## src/hw/rtl/efi_pkg.sv

```systemverilog
package efi_pkg;

  localparam int FRAC_BITS    = 28;
  localparam int COORD_BITS   = 12;
  localparam int COUNT_BITS   = 10;
  localparam int TYPE_BITS    = 4;
  localparam int CFG_IDX_BITS = 3;

  localparam int CBITS  = FRAC_BITS + 4;
  localparam int WFRAC  = FRAC_BITS + 8;
  localparam int WBITS  = FRAC_BITS + 20;
  localparam int CSHIFT = WFRAC - FRAC_BITS;
  localparam int HALF   = (WBITS + 1) / 2;
  localparam int ACCW   = 4 * HALF;
  localparam int PRODW  = COORD_BITS + CBITS - 1;
  localparam int SUMW   = PRODW + 2;
  localparam int PC_BITS = 6;

  typedef logic signed [WBITS-1:0] word_t;

  localparam word_t W_MAX = {1'b0, {(WBITS-1){1'b1}}};
  localparam word_t W_MIN = {1'b1, {(WBITS-1){1'b0}}};
  localparam longint W_ONE = longint'(1) <<< WFRAC;
  localparam logic signed [WBITS:0] ESC_LIMIT = (WBITS+1)'(25 * W_ONE);

  // round-half-up of milli * 2^WFRAC / 1000
  function automatic longint kfix(longint milli);
    return (milli * W_ONE + 64'sd500) / 64'sd1000;
  endfunction

  localparam word_t K_J_RE = word_t'(-kfix(835));
  localparam word_t K_J_IM = word_t'(-kfix(232));
  localparam word_t K_F_RE = word_t'(-kfix(530));
  localparam word_t K_F_IM = word_t'(kfix(267));
  localparam word_t K_X_RE = word_t'(-kfix(372));
  localparam word_t K_X_IM = word_t'(kfix(519));

  // register map
  localparam logic [CFG_IDX_BITS-1:0] CFG_TYPE  = 3'd0;
  localparam logic [CFG_IDX_BITS-1:0] CFG_DEPTH = 3'd1;
  localparam logic [CFG_IDX_BITS-1:0] CFG_MINR  = 3'd2;
  localparam logic [CFG_IDX_BITS-1:0] CFG_MAXI  = 3'd3;
  localparam logic [CFG_IDX_BITS-1:0] CFG_RSTEP = 3'd4;
  localparam logic [CFG_IDX_BITS-1:0] CFG_ISTEP = 3'd5;

  localparam logic [COUNT_BITS-1:0] DEPTH_RST = COUNT_BITS'(64);
  localparam logic [CBITS-1:0] MINR_RST = CBITS'(-(longint'(2) <<< FRAC_BITS));
  localparam logic [CBITS-1:0] MAXI_RST = CBITS'(longint'(2) <<< FRAC_BITS);
  localparam logic [CBITS-2:0] STEP_RST =
    (CBITS-1)'(((longint'(4) <<< FRAC_BITS) + 64'sd255) / 64'sd511);

  typedef struct packed {
    logic [COORD_BITS-1:0] pixel_x;
    logic [COORD_BITS-1:0] pixel_y;
  } pix_in_t;

  typedef struct packed {
    logic [COORD_BITS-1:0] out_x;
    logic [COORD_BITS-1:0] out_y;
    logic [COUNT_BITS-1:0] escape_count;
  } pix_out_t;

  typedef enum logic [TYPE_BITS-1:0] {
    RULE_M, RULE_B, RULE_J, RULE_T, RULE_S, RULE_V, RULE_F, RULE_R, RULE_X, RULE_C
  } rule_e;

  // complex-level microcode
  typedef enum logic [2:0] {
    COP_MUL, COP_ADD, COP_SUB, COP_NEG, COP_ABS, COP_ADDK, COP_CHK, COP_NOP
  } cop_e;

  // real-level micro-ops issued to the datapath
  typedef enum logic [2:0] {
    ROP_MUL, ROP_ADD, ROP_SUB, ROP_NEG, ROP_ABS, ROP_ADDK, ROP_CHK, ROP_NOP
  } rop_e;

  typedef enum logic [1:0] {K_JULIA, K_F, K_X} kc_e;

  // complex register pairs in the register file
  localparam logic [2:0] CZ = 3'd0;
  localparam logic [2:0] CC = 3'd1;
  localparam logic [2:0] CS = 3'd2;
  localparam logic [2:0] CA = 3'd3;
  localparam logic [2:0] CB = 3'd4;
  localparam logic [2:0] CE = 3'd5;
  localparam logic [2:0] CG = 3'd6;
  localparam logic [2:0] CI = 3'd7;

  typedef struct packed {
    cop_e       op;
    logic       last;
    logic [2:0] d;
    logic [2:0] a;
    logic       sa;
    logic [2:0] b;
    logic       sb;
    kc_e        k;
  } cinstr_t;

  typedef struct packed {
    rop_e       op;
    logic [3:0] dst;
    logic [3:0] ra;
    logic [3:0] rb;
    kc_e        k;
    logic       fin;
  } uop_t;

  localparam logic [PC_BITS-1:0] PC_CHK = 6'd0;
  localparam logic [PC_BITS-1:0] PC_M   = 6'd1;
  localparam logic [PC_BITS-1:0] PC_B   = 6'd3;
  localparam logic [PC_BITS-1:0] PC_J   = 6'd6;
  localparam logic [PC_BITS-1:0] PC_T   = 6'd8;
  localparam logic [PC_BITS-1:0] PC_S   = 6'd12;
  localparam logic [PC_BITS-1:0] PC_V   = 6'd16;
  localparam logic [PC_BITS-1:0] PC_F   = 6'd19;
  localparam logic [PC_BITS-1:0] PC_R   = 6'd25;
  localparam logic [PC_BITS-1:0] PC_X   = 6'd33;
  localparam logic [PC_BITS-1:0] PC_C   = 6'd37;
  localparam logic [PC_BITS-1:0] PC_NOP = 6'd41;

  function automatic cinstr_t ci(cop_e op, logic last, logic [2:0] d, logic [2:0] a,
                                 logic sa, logic [2:0] b, logic sb, kc_e k);
    cinstr_t r;
    r.op = op; r.last = last; r.d = d; r.a = a; r.sa = sa; r.b = b; r.sb = sb; r.k = k;
    return r;
  endfunction

  function automatic cinstr_t prog(logic [PC_BITS-1:0] pc);
    case (pc)
      // escape test on z
      6'd0:  return ci(COP_CHK,  1'b0, CS, CZ, 1'b0, CZ, 1'b0, K_JULIA);
      // z^2 + c
      6'd1:  return ci(COP_MUL,  1'b0, CA, CZ, 1'b0, CZ, 1'b0, K_JULIA);
      6'd2:  return ci(COP_ADD,  1'b1, CZ, CA, 1'b0, CC, 1'b0, K_JULIA);
      // abs(z)^2 + c
      6'd3:  return ci(COP_ABS,  1'b0, CA, CZ, 1'b0, CZ, 1'b0, K_JULIA);
      6'd4:  return ci(COP_MUL,  1'b0, CB, CA, 1'b0, CA, 1'b0, K_JULIA);
      6'd5:  return ci(COP_ADD,  1'b1, CZ, CB, 1'b0, CC, 1'b0, K_JULIA);
      // z^2 + k
      6'd6:  return ci(COP_MUL,  1'b0, CA, CZ, 1'b0, CZ, 1'b0, K_JULIA);
      6'd7:  return ci(COP_ADDK, 1'b1, CZ, CA, 1'b0, CZ, 1'b0, K_JULIA);
      // z^4 + c
      6'd8:  return ci(COP_MUL,  1'b0, CA, CZ, 1'b0, CZ, 1'b0, K_JULIA);
      6'd9:  return ci(COP_MUL,  1'b0, CB, CA, 1'b0, CZ, 1'b0, K_JULIA);
      6'd10: return ci(COP_MUL,  1'b0, CA, CB, 1'b0, CZ, 1'b0, K_JULIA);
      6'd11: return ci(COP_ADD,  1'b1, CZ, CA, 1'b0, CC, 1'b0, K_JULIA);
      // neg(z)^3 + swap(c)
      6'd12: return ci(COP_NEG,  1'b0, CE, CZ, 1'b0, CZ, 1'b0, K_JULIA);
      6'd13: return ci(COP_MUL,  1'b0, CA, CE, 1'b0, CE, 1'b0, K_JULIA);
      6'd14: return ci(COP_MUL,  1'b0, CB, CA, 1'b0, CE, 1'b0, K_JULIA);
      6'd15: return ci(COP_ADD,  1'b1, CZ, CB, 1'b0, CC, 1'b1, K_JULIA);
      // neg(swap(z))^2 + z
      6'd16: return ci(COP_NEG,  1'b0, CE, CZ, 1'b1, CZ, 1'b0, K_JULIA);
      6'd17: return ci(COP_MUL,  1'b0, CA, CE, 1'b0, CE, 1'b0, K_JULIA);
      6'd18: return ci(COP_ADD,  1'b1, CZ, CA, 1'b0, CZ, 1'b0, K_JULIA);
      // neg(swap(abs(z)))^2 - c^2 + k
      6'd19: return ci(COP_ABS,  1'b0, CE, CZ, 1'b0, CZ, 1'b0, K_F);
      6'd20: return ci(COP_NEG,  1'b0, CG, CE, 1'b1, CZ, 1'b0, K_F);
      6'd21: return ci(COP_MUL,  1'b0, CA, CG, 1'b0, CG, 1'b0, K_F);
      6'd22: return ci(COP_MUL,  1'b0, CB, CC, 1'b0, CC, 1'b0, K_F);
      6'd23: return ci(COP_SUB,  1'b0, CA, CA, 1'b0, CB, 1'b0, K_F);
      6'd24: return ci(COP_ADDK, 1'b1, CZ, CA, 1'b0, CZ, 1'b0, K_F);
      // z^3 + z*c^2 - c^3 - z
      6'd25: return ci(COP_MUL,  1'b0, CA, CZ, 1'b0, CZ, 1'b0, K_JULIA);
      6'd26: return ci(COP_MUL,  1'b0, CB, CA, 1'b0, CZ, 1'b0, K_JULIA);
      6'd27: return ci(COP_MUL,  1'b0, CE, CC, 1'b0, CC, 1'b0, K_JULIA);
      6'd28: return ci(COP_MUL,  1'b0, CG, CZ, 1'b0, CE, 1'b0, K_JULIA);
      6'd29: return ci(COP_ADD,  1'b0, CB, CB, 1'b0, CG, 1'b0, K_JULIA);
      6'd30: return ci(COP_MUL,  1'b0, CI, CE, 1'b0, CC, 1'b0, K_JULIA);
      6'd31: return ci(COP_SUB,  1'b0, CB, CB, 1'b0, CI, 1'b0, K_JULIA);
      6'd32: return ci(COP_SUB,  1'b1, CZ, CB, 1'b0, CZ, 1'b0, K_JULIA);
      // (z^2 - z^3) + k
      6'd33: return ci(COP_MUL,  1'b0, CA, CZ, 1'b0, CZ, 1'b0, K_X);
      6'd34: return ci(COP_MUL,  1'b0, CB, CA, 1'b0, CZ, 1'b0, K_X);
      6'd35: return ci(COP_SUB,  1'b0, CA, CA, 1'b0, CB, 1'b0, K_X);
      6'd36: return ci(COP_ADDK, 1'b1, CZ, CA, 1'b0, CZ, 1'b0, K_X);
      // z^4 + k
      6'd37: return ci(COP_MUL,  1'b0, CA, CZ, 1'b0, CZ, 1'b0, K_JULIA);
      6'd38: return ci(COP_MUL,  1'b0, CB, CA, 1'b0, CZ, 1'b0, K_JULIA);
      6'd39: return ci(COP_MUL,  1'b0, CA, CB, 1'b0, CZ, 1'b0, K_JULIA);
      6'd40: return ci(COP_ADDK, 1'b1, CZ, CA, 1'b0, CZ, 1'b0, K_JULIA);
      // unused selector: z held
      default: return ci(COP_NOP, 1'b1, CZ, CZ, 1'b0, CZ, 1'b0, K_JULIA);
    endcase
  endfunction

  function automatic logic [PC_BITS-1:0] rule_start(logic [TYPE_BITS-1:0] t);
    case (rule_e'(t))
      RULE_M:  return PC_M;
      RULE_B:  return PC_B;
      RULE_J:  return PC_J;
      RULE_T:  return PC_T;
      RULE_S:  return PC_S;
      RULE_V:  return PC_V;
      RULE_F:  return PC_F;
      RULE_R:  return PC_R;
      RULE_X:  return PC_X;
      RULE_C:  return PC_C;
      default: return PC_NOP;
    endcase
  endfunction

  // break one complex op into its real steps
  function automatic uop_t expand(cinstr_t c, logic [2:0] sub);
    uop_t u;
    logic [3:0] are, aim, bre, bim, dre, dim, s0, s1;
    are = {c.a, c.sa};
    aim = {c.a, ~c.sa};
    bre = {c.b, c.sb};
    bim = {c.b, ~c.sb};
    dre = {c.d, 1'b0};
    dim = {c.d, 1'b1};
    s0  = {CS, 1'b0};
    s1  = {CS, 1'b1};
    u.op  = ROP_NOP;
    u.dst = dre;
    u.ra  = are;
    u.rb  = bre;
    u.k   = c.k;
    u.fin = 1'b0;
    case (c.op)
      COP_MUL: begin
        case (sub)
          3'd0: begin u.op = ROP_MUL; u.dst = s0; u.ra = are; u.rb = bre; end
          3'd1: begin u.op = ROP_MUL; u.dst = s1; u.ra = aim; u.rb = bim; end
          3'd2: begin u.op = ROP_SUB; u.dst = dre; u.ra = s0; u.rb = s1; end
          3'd3: begin u.op = ROP_MUL; u.dst = s0; u.ra = are; u.rb = bim; end
          3'd4: begin u.op = ROP_MUL; u.dst = s1; u.ra = aim; u.rb = bre; end
          default: begin
            u.op = ROP_ADD; u.dst = dim; u.ra = s0; u.rb = s1; u.fin = 1'b1;
          end
        endcase
      end
      COP_CHK: begin
        case (sub)
          3'd0: begin u.op = ROP_MUL; u.dst = s0; u.ra = are; u.rb = are; end
          3'd1: begin u.op = ROP_MUL; u.dst = s1; u.ra = aim; u.rb = aim; end
          default: begin u.op = ROP_CHK; u.ra = s0; u.rb = s1; u.fin = 1'b1; end
        endcase
      end
      COP_ADD, COP_SUB, COP_NEG, COP_ABS, COP_ADDK: begin
        case (c.op)
          COP_ADD:  u.op = ROP_ADD;
          COP_SUB:  u.op = ROP_SUB;
          COP_NEG:  u.op = ROP_NEG;
          COP_ABS:  u.op = ROP_ABS;
          default:  u.op = ROP_ADDK;
        endcase
        if (sub[0]) begin
          u.dst = dim; u.ra = aim; u.rb = bim; u.fin = 1'b1;
        end
      end
      default: begin
        u.op = ROP_NOP; u.fin = 1'b1;
      end
    endcase
    return u;
  endfunction

  function automatic word_t konst(kc_e k, logic im);
    case (k)
      K_JULIA: return im ? K_J_IM : K_J_RE;
      K_F:     return im ? K_F_IM : K_F_RE;
      K_X:     return im ? K_X_IM : K_X_RE;
      default: return '0;
    endcase
  endfunction

  function automatic word_t sat_w(logic signed [WBITS:0] v);
    if (v[WBITS] != v[WBITS-1]) return v[WBITS] ? W_MIN : W_MAX;
    return v[WBITS-1:0];
  endfunction

  function automatic word_t neg_w(word_t a);
    return (a == W_MIN) ? W_MAX : -a;
  endfunction

  function automatic logic signed [WBITS:0] wext(word_t a);
    return {a[WBITS-1], a};
  endfunction

  function automatic logic signed [CBITS-1:0] sat_c(logic signed [SUMW-1:0] v);
    if (!(&v[SUMW-1:CBITS-1]) && (|v[SUMW-1:CBITS-1])) begin
      return v[SUMW-1] ? {1'b1, {(CBITS-1){1'b0}}} : {1'b0, {(CBITS-1){1'b1}}};
    end
    return v[CBITS-1:0];
  endfunction

endpackage

```

## src/hw/rtl/efi_mul.sv

```systemverilog
module efi_mul
  import efi_pkg::*;
(
  input  logic  clk_i,
  input  logic  rst_ni,
  input  logic  start_i,
  input  word_t a_i,
  input  word_t b_i,
  output logic  done_o,
  output word_t res_o
);

  localparam int QW = ACCW - WFRAC;
  localparam logic [QW-1:0] Q_POS = {{(QW-WBITS+1){1'b0}}, {(WBITS-1){1'b1}}};

  logic [2*HALF-1:0] ma_q, mb_q;
  logic              neg_q;
  logic [ACCW-1:0]   acc_q;
  logic [1:0]        cnt_q;
  logic              busy_q, fin_q, done_q;
  word_t             res_q;

  logic [WBITS-1:0]  mag_a, mag_b;
  logic [HALF-1:0]   ah, bh;
  logic [2*HALF-1:0] pp;
  logic [ACCW-1:0]   ppx;
  logic [QW-1:0]     q;
  word_t             sat_res;

  always_comb begin
    mag_a = a_i[WBITS-1] ? -a_i : a_i;
    mag_b = b_i[WBITS-1] ? -b_i : b_i;
    ah = cnt_q[1] ? ma_q[2*HALF-1:HALF] : ma_q[HALF-1:0];
    bh = cnt_q[0] ? mb_q[2*HALF-1:HALF] : mb_q[HALF-1:0];
    pp = ah * bh;
    case (cnt_q)
      2'd0:    ppx = ACCW'(pp);
      2'd3:    ppx = ACCW'(pp) << (2 * HALF);
      default: ppx = ACCW'(pp) << HALF;
    endcase
    // truncate toward zero, then clamp
    q = acc_q[ACCW-1:WFRAC];
    if (neg_q) begin
      sat_res = (q > Q_POS + QW'(1)) ? W_MIN : -q[WBITS-1:0];
    end else begin
      sat_res = (q > Q_POS) ? W_MAX : q[WBITS-1:0];
    end
  end

  always_ff @(posedge clk_i or negedge rst_ni) begin
    if (!rst_ni) begin
      busy_q <= 1'b0;
      fin_q  <= 1'b0;
      done_q <= 1'b0;
      cnt_q  <= '0;
    end else begin
      done_q <= 1'b0;
      fin_q  <= 1'b0;
      if (start_i) begin
        ma_q   <= (2*HALF)'(mag_a);
        mb_q   <= (2*HALF)'(mag_b);
        neg_q  <= a_i[WBITS-1] ^ b_i[WBITS-1];
        acc_q  <= '0;
        cnt_q  <= '0;
        busy_q <= 1'b1;
      end else if (busy_q) begin
        acc_q <= acc_q + ppx;
        cnt_q <= cnt_q + 2'd1;
        if (cnt_q == 2'd3) begin
          busy_q <= 1'b0;
          fin_q  <= 1'b1;
        end
      end
      if (fin_q) begin
        res_q  <= sat_res;
        done_q <= 1'b1;
      end
    end
  end

  assign done_o = done_q;
  assign res_o  = res_q;

endmodule

```

## config.mk

```make
export PLATFORM = sky130hd
export DESIGN_NAME = efi_mul
export DESIGN_NICKNAME = d
export VERILOG_FILES = /design/src/hw/rtl/efi_pkg.sv /design/src/hw/rtl/efi_mul.sv
export SDC_FILE = /design/constraint.sdc
export NUM_CORES = 2
export LEC_CHECK = 0
export ABC_CLOCK_PERIOD_IN_PS = 14800
export BUFFER_PORTS_ARGS = -buffer_cell sky130_fd_sc_hd__buf_2
export CAP_MARGIN = 20
export CORE_MARGIN = 3
export CORE_UTILIZATION = 31
export DETAILED_ROUTE_END_ITERATION = 12
export PLACE_DENSITY = 0.51
export SETUP_SLACK_MARGIN = 0.15
export SYNTH_ARGS = -nofsm -noshare
export SYNTH_HDL_FRONTEND = slang
export SYNTH_SLANG_ARGS = --single-unit
```

## constraint.sdc

```tcl
create_clock -name clk_i -period 14.8 [get_ports clk_i]
set_clock_uncertainty 0.15 [all_clocks]
set_input_delay 0.74 -clock clk_i [delete_from_list [all_inputs] [get_ports clk_i]]
set_output_delay 0.74 -clock clk_i [all_outputs]
set_load 0.01 [all_outputs]
```

==> out/summary.md <==
STA classifies the critical path startpoint as a flip-flop. For the final-layout setup total negative slack, the log shows 0 ns. The proportion of synthesized area in mux cells is 0.0401, and the largest stage delay on the critical path is 0.98 ns. In the final routed layout, each cell accounts on average for 21.1 um. The tools report the capturing element type of the critical path as a flip-flop. The number of buffers inserted by post-CTS setup repair was 0. Counting stages on the worst path, the most repeated cell is sky130_fd_sc_hd__fa_1. For the number of antenna violations at the first check in global routing, the log shows 1. The share of synthesized cell area in full adder, half adder and majority cells is 0.351, and the number of H-tree levels is 2.

TritonCTS built the clock tree. The net count after synthesis is 5039. The post-synthesis share of cell area spent on and, or, nand and nor gates came out at 0.155. Together, buffers and inverters on the worst path number 5.

For the site row count, the log shows 126. The sum of routed wire segments on met1 is 56800 um, and the number of synthesized flops with an enable pin is 241. The slowest stage cell on the critical path was sky130_fd_sc_hd__mux2i_1. Signal routing reaches up to met4. At the end of routability-driven placement, the weighted congestion stood at 0.939. The aggregate routed wire length was 124000 um; the per-instance average area after synthesis was 8.93 sq um.

The run finished with clean final reports. Final period utilization: 0.888. In this run, post-CTS repair resized a total of 0 instances.

For the sequential share of the synthesized area, the log shows 0.197. Setup repair after global routing left no endpoint under its margin. Clock-pin slew was measured on the worst setup and hold paths at 0.05 ns.

The starting density of the core came out at 0.314. Grouping stages by cell kind, the critical path spends the most delay in adder cells. The final period demand of the worst path is 13.14 ns, and the via count of the first global-routing pass is 30.4k. The number of buffers added by the clock tree synthesis step is 35, and the maximum fanout encountered on the critical timing path is 23. From synthesis to final layout, the design area changed by 10.1%.

The post-synthesis compound-gate area fraction was 0.123. Port buffering added 147 buffers. The width of the chip is 353 um. The per-cell via count in the routed design was 5.18. Timing would allow up to 76.1 MHz. The run gives 0 as the count of warnings emitted by yosys. At the end of the flow, the number of nets in the layout was 5089. In this run, synthesis produced a sequential element count of 246.

The cell chosen for the clock root was sky130_fd_sc_hd__clkbuf_16. For the count of pins over their slew limit, the log shows 0. The tools report the sink count of the clock tree as 246.

On the final layout, the worst hold slack is 0.0667 ns. Number of iterations in the first detailed-routing pass: 5. The logs give 0 for the final antenna-violating net count and 66 for the count of cell types in the netlist.

The routed length on met3 is 6820 um. The die is 353 um tall. The final global-route overflow total is 0. The critical path is of the reg2reg type. The synthesized area is 0.0373 sq mm. The most instantiated flip-flop cell in the synthesis netlist is sky130_fd_sc_hd__edfxtp_1.

For the DRC violation count after routing, the log shows 0. The min-delay analysis places its worst path in the category in2async. For this design the top-level I/O count stands at 148. The post-synthesis instance total came out at 4181. For this design, the CTS-stage hold fixing added 0 buffers. The longest clock path from root to sink contains 3 buffers. The length of routed met2 wiring came out at 55800 um. The launch instance of the worst register-to-register path was cnt_q[1].

The tools report the starting DRC count in detailed routing as 2052. Setup violations remaining at the end of the flow were counted as 0. After synthesis, the largest family of logic cells by area is adder cells. The slack of the worst reg-to-reg path came out at 1.66 ns.

For the die area, the log shows 0.125 sq mm. Entering global routing, the biggest net connects 64 pins. The clock latency reported for the late side of the worst-skew pair was 0.61 ns; the placed wire-length estimate was 99200 um. The slew at the pin closest to its max-slew limit is 1.15 ns. The run gives 0.208 as the remaining max-slew budget at the tightest pin. The via count was 30.3k; the global-route wire length before repair was 189000 um. The total track usage came out at 0.197. The xor/xnor cell area share of the yosys netlist was 0.0523. The endpoint required time on the critical path came out at 14.98 ns.

The async set-reset flop share out of synthesis was 0.0203. The share of final-layout standard cells stronger than drive strength 1 works out to 0.0822. The most critical setup path has its startpoint at cnt_q[1]. The region available for standard cell placement spans 0.119 sq mm. The number of failing hold endpoints at the final stage was 0; the arrival time reported for the critical path endpoint was 13.32 ns.

The reported max-cap violation count is 0.
==> synth_stat cells, drive strengths merged, types with 17 or more instances <==
library cell / count / area, sq um
o311ai: 43 / 377
a21oi: 165 / 826
and2: 56 / 350
mux2: 45 / 507
inv: 617 / 2320
a31oi: 17 / 106
nand2: 498 / 1870
a22o: 44 / 385
clkbuf: 171 / 642
nand2b: 17 / 114
fa: 483 / 9670
nand3: 37 / 185
or3: 43 / 279
mux2i: 99 / 991
nor2b: 23 / 144
o21ai: 167 / 836
nand4: 38 / 238
a21o: 84 / 631
nor2: 448 / 1680
a211oi: 17 / 128
o41ai: 18 / 165
or4: 24 / 195
o21bai: 24 / 180
edfxtp: 241 / 7240
nor3: 55 / 275
nor4: 20 / 125
xor2: 42 / 368
xnor2: 181 / 1590
o31ai: 39 / 293
ha: 276 / 3450
==> routing by layer <==
metal	up-vias	track usage
met5	-	0
met4	0	0.0660
met3	180	0.0235
met2	987	0.314
met1	15200	0.276
li1	14000	-
==> state kept, by name, indices dropped and copies added, names as in the netlist <==
register and cells:
acc_q 96, busy_q 1, cnt_q 2, done_o 1
fin_q 1, ma_q 48, mb_q 48, neg_q 1
res_o 48
==> worst paths after layout <==
check	end	depth (start not counted)
worst min-delay path	fin_q	1
worst max-delay path	acc_q[93]	37
max in group asynchronous	cnt_q[1]	2
worst max register to register	acc_q[93]	37
worst min register to register	done_o	0
min in group clk_i	mb_q[0]	1
==> final cells by class <==
class,count,area (sq um)
fillers,12400,77800
diodes,1,2.50
repair buffers,197,1150
multi-input cells,3132,27100
flip-flops and latches,246,7370
clock buffers,41,928
inverters,619,2320
well taps,1600,2000
clock inverters,22,288
==> per-stage QoR <==
stage / cells / setup slack (ns) / util / instance area, sq um
CTS: 5854 / 1.71 / 0.345 / 41100
global placement: 5788 / 1.35 / 0.335 / 39800
global route: 5857 / 1.01 / 0.346 / 41100
detailed placement: 5791 / 1.73 / 0.335 / 39800
floorplan: 4181 / 3.70 / - / 37300
finish: 5858 / 1.66 / 0.346 / 41100
==> cells by family after synthesis <==
family / count (synthesis)
simple gates: 1305
xor+xnor: 223
mux: 144
flops: 246
buf+inv: 803
fa+ha+maj: 759
compound gates: 701
==> cells in the final DEF, fill, tap and decap left out, drive strengths merged, types with 12 or more instances in the layout <==
| master | count |
|---|---|
| nor2 | 448 |
| o31ai | 39 |
| o311ai | 43 |
| a22o | 44 |
| o41ai | 18 |
| a31oi | 17 |
| nand2 | 498 |
| mux2 | 45 |
| fa | 483 |
| o21ai | 167 |
| nand4 | 38 |
| or2 | 15 |
| buf | 196 |
| inv | 619 |
| xnor2 | 181 |
| o21a | 13 |
| mux2i | 99 |
| a21o | 84 |
| nand2b | 17 |
| nor3 | 55 |
| nand3 | 37 |
| or4 | 24 |
| a211oi | 17 |
| o21bai | 24 |
| clkbuf | 41 |
| and3 | 12 |
| ha | 276 |
| and2 | 56 |
| xor2 | 42 |
| nor4 | 20 |
| nor2b | 23 |
| a21oi | 165 |
| or3 | 43 |
| edfxtp | 241 |
| clkinv | 15 |
Power is left out: the tool's default activity adds up to more than one toggle a clock period on the data nets, which glitch-free logic cannot reach.
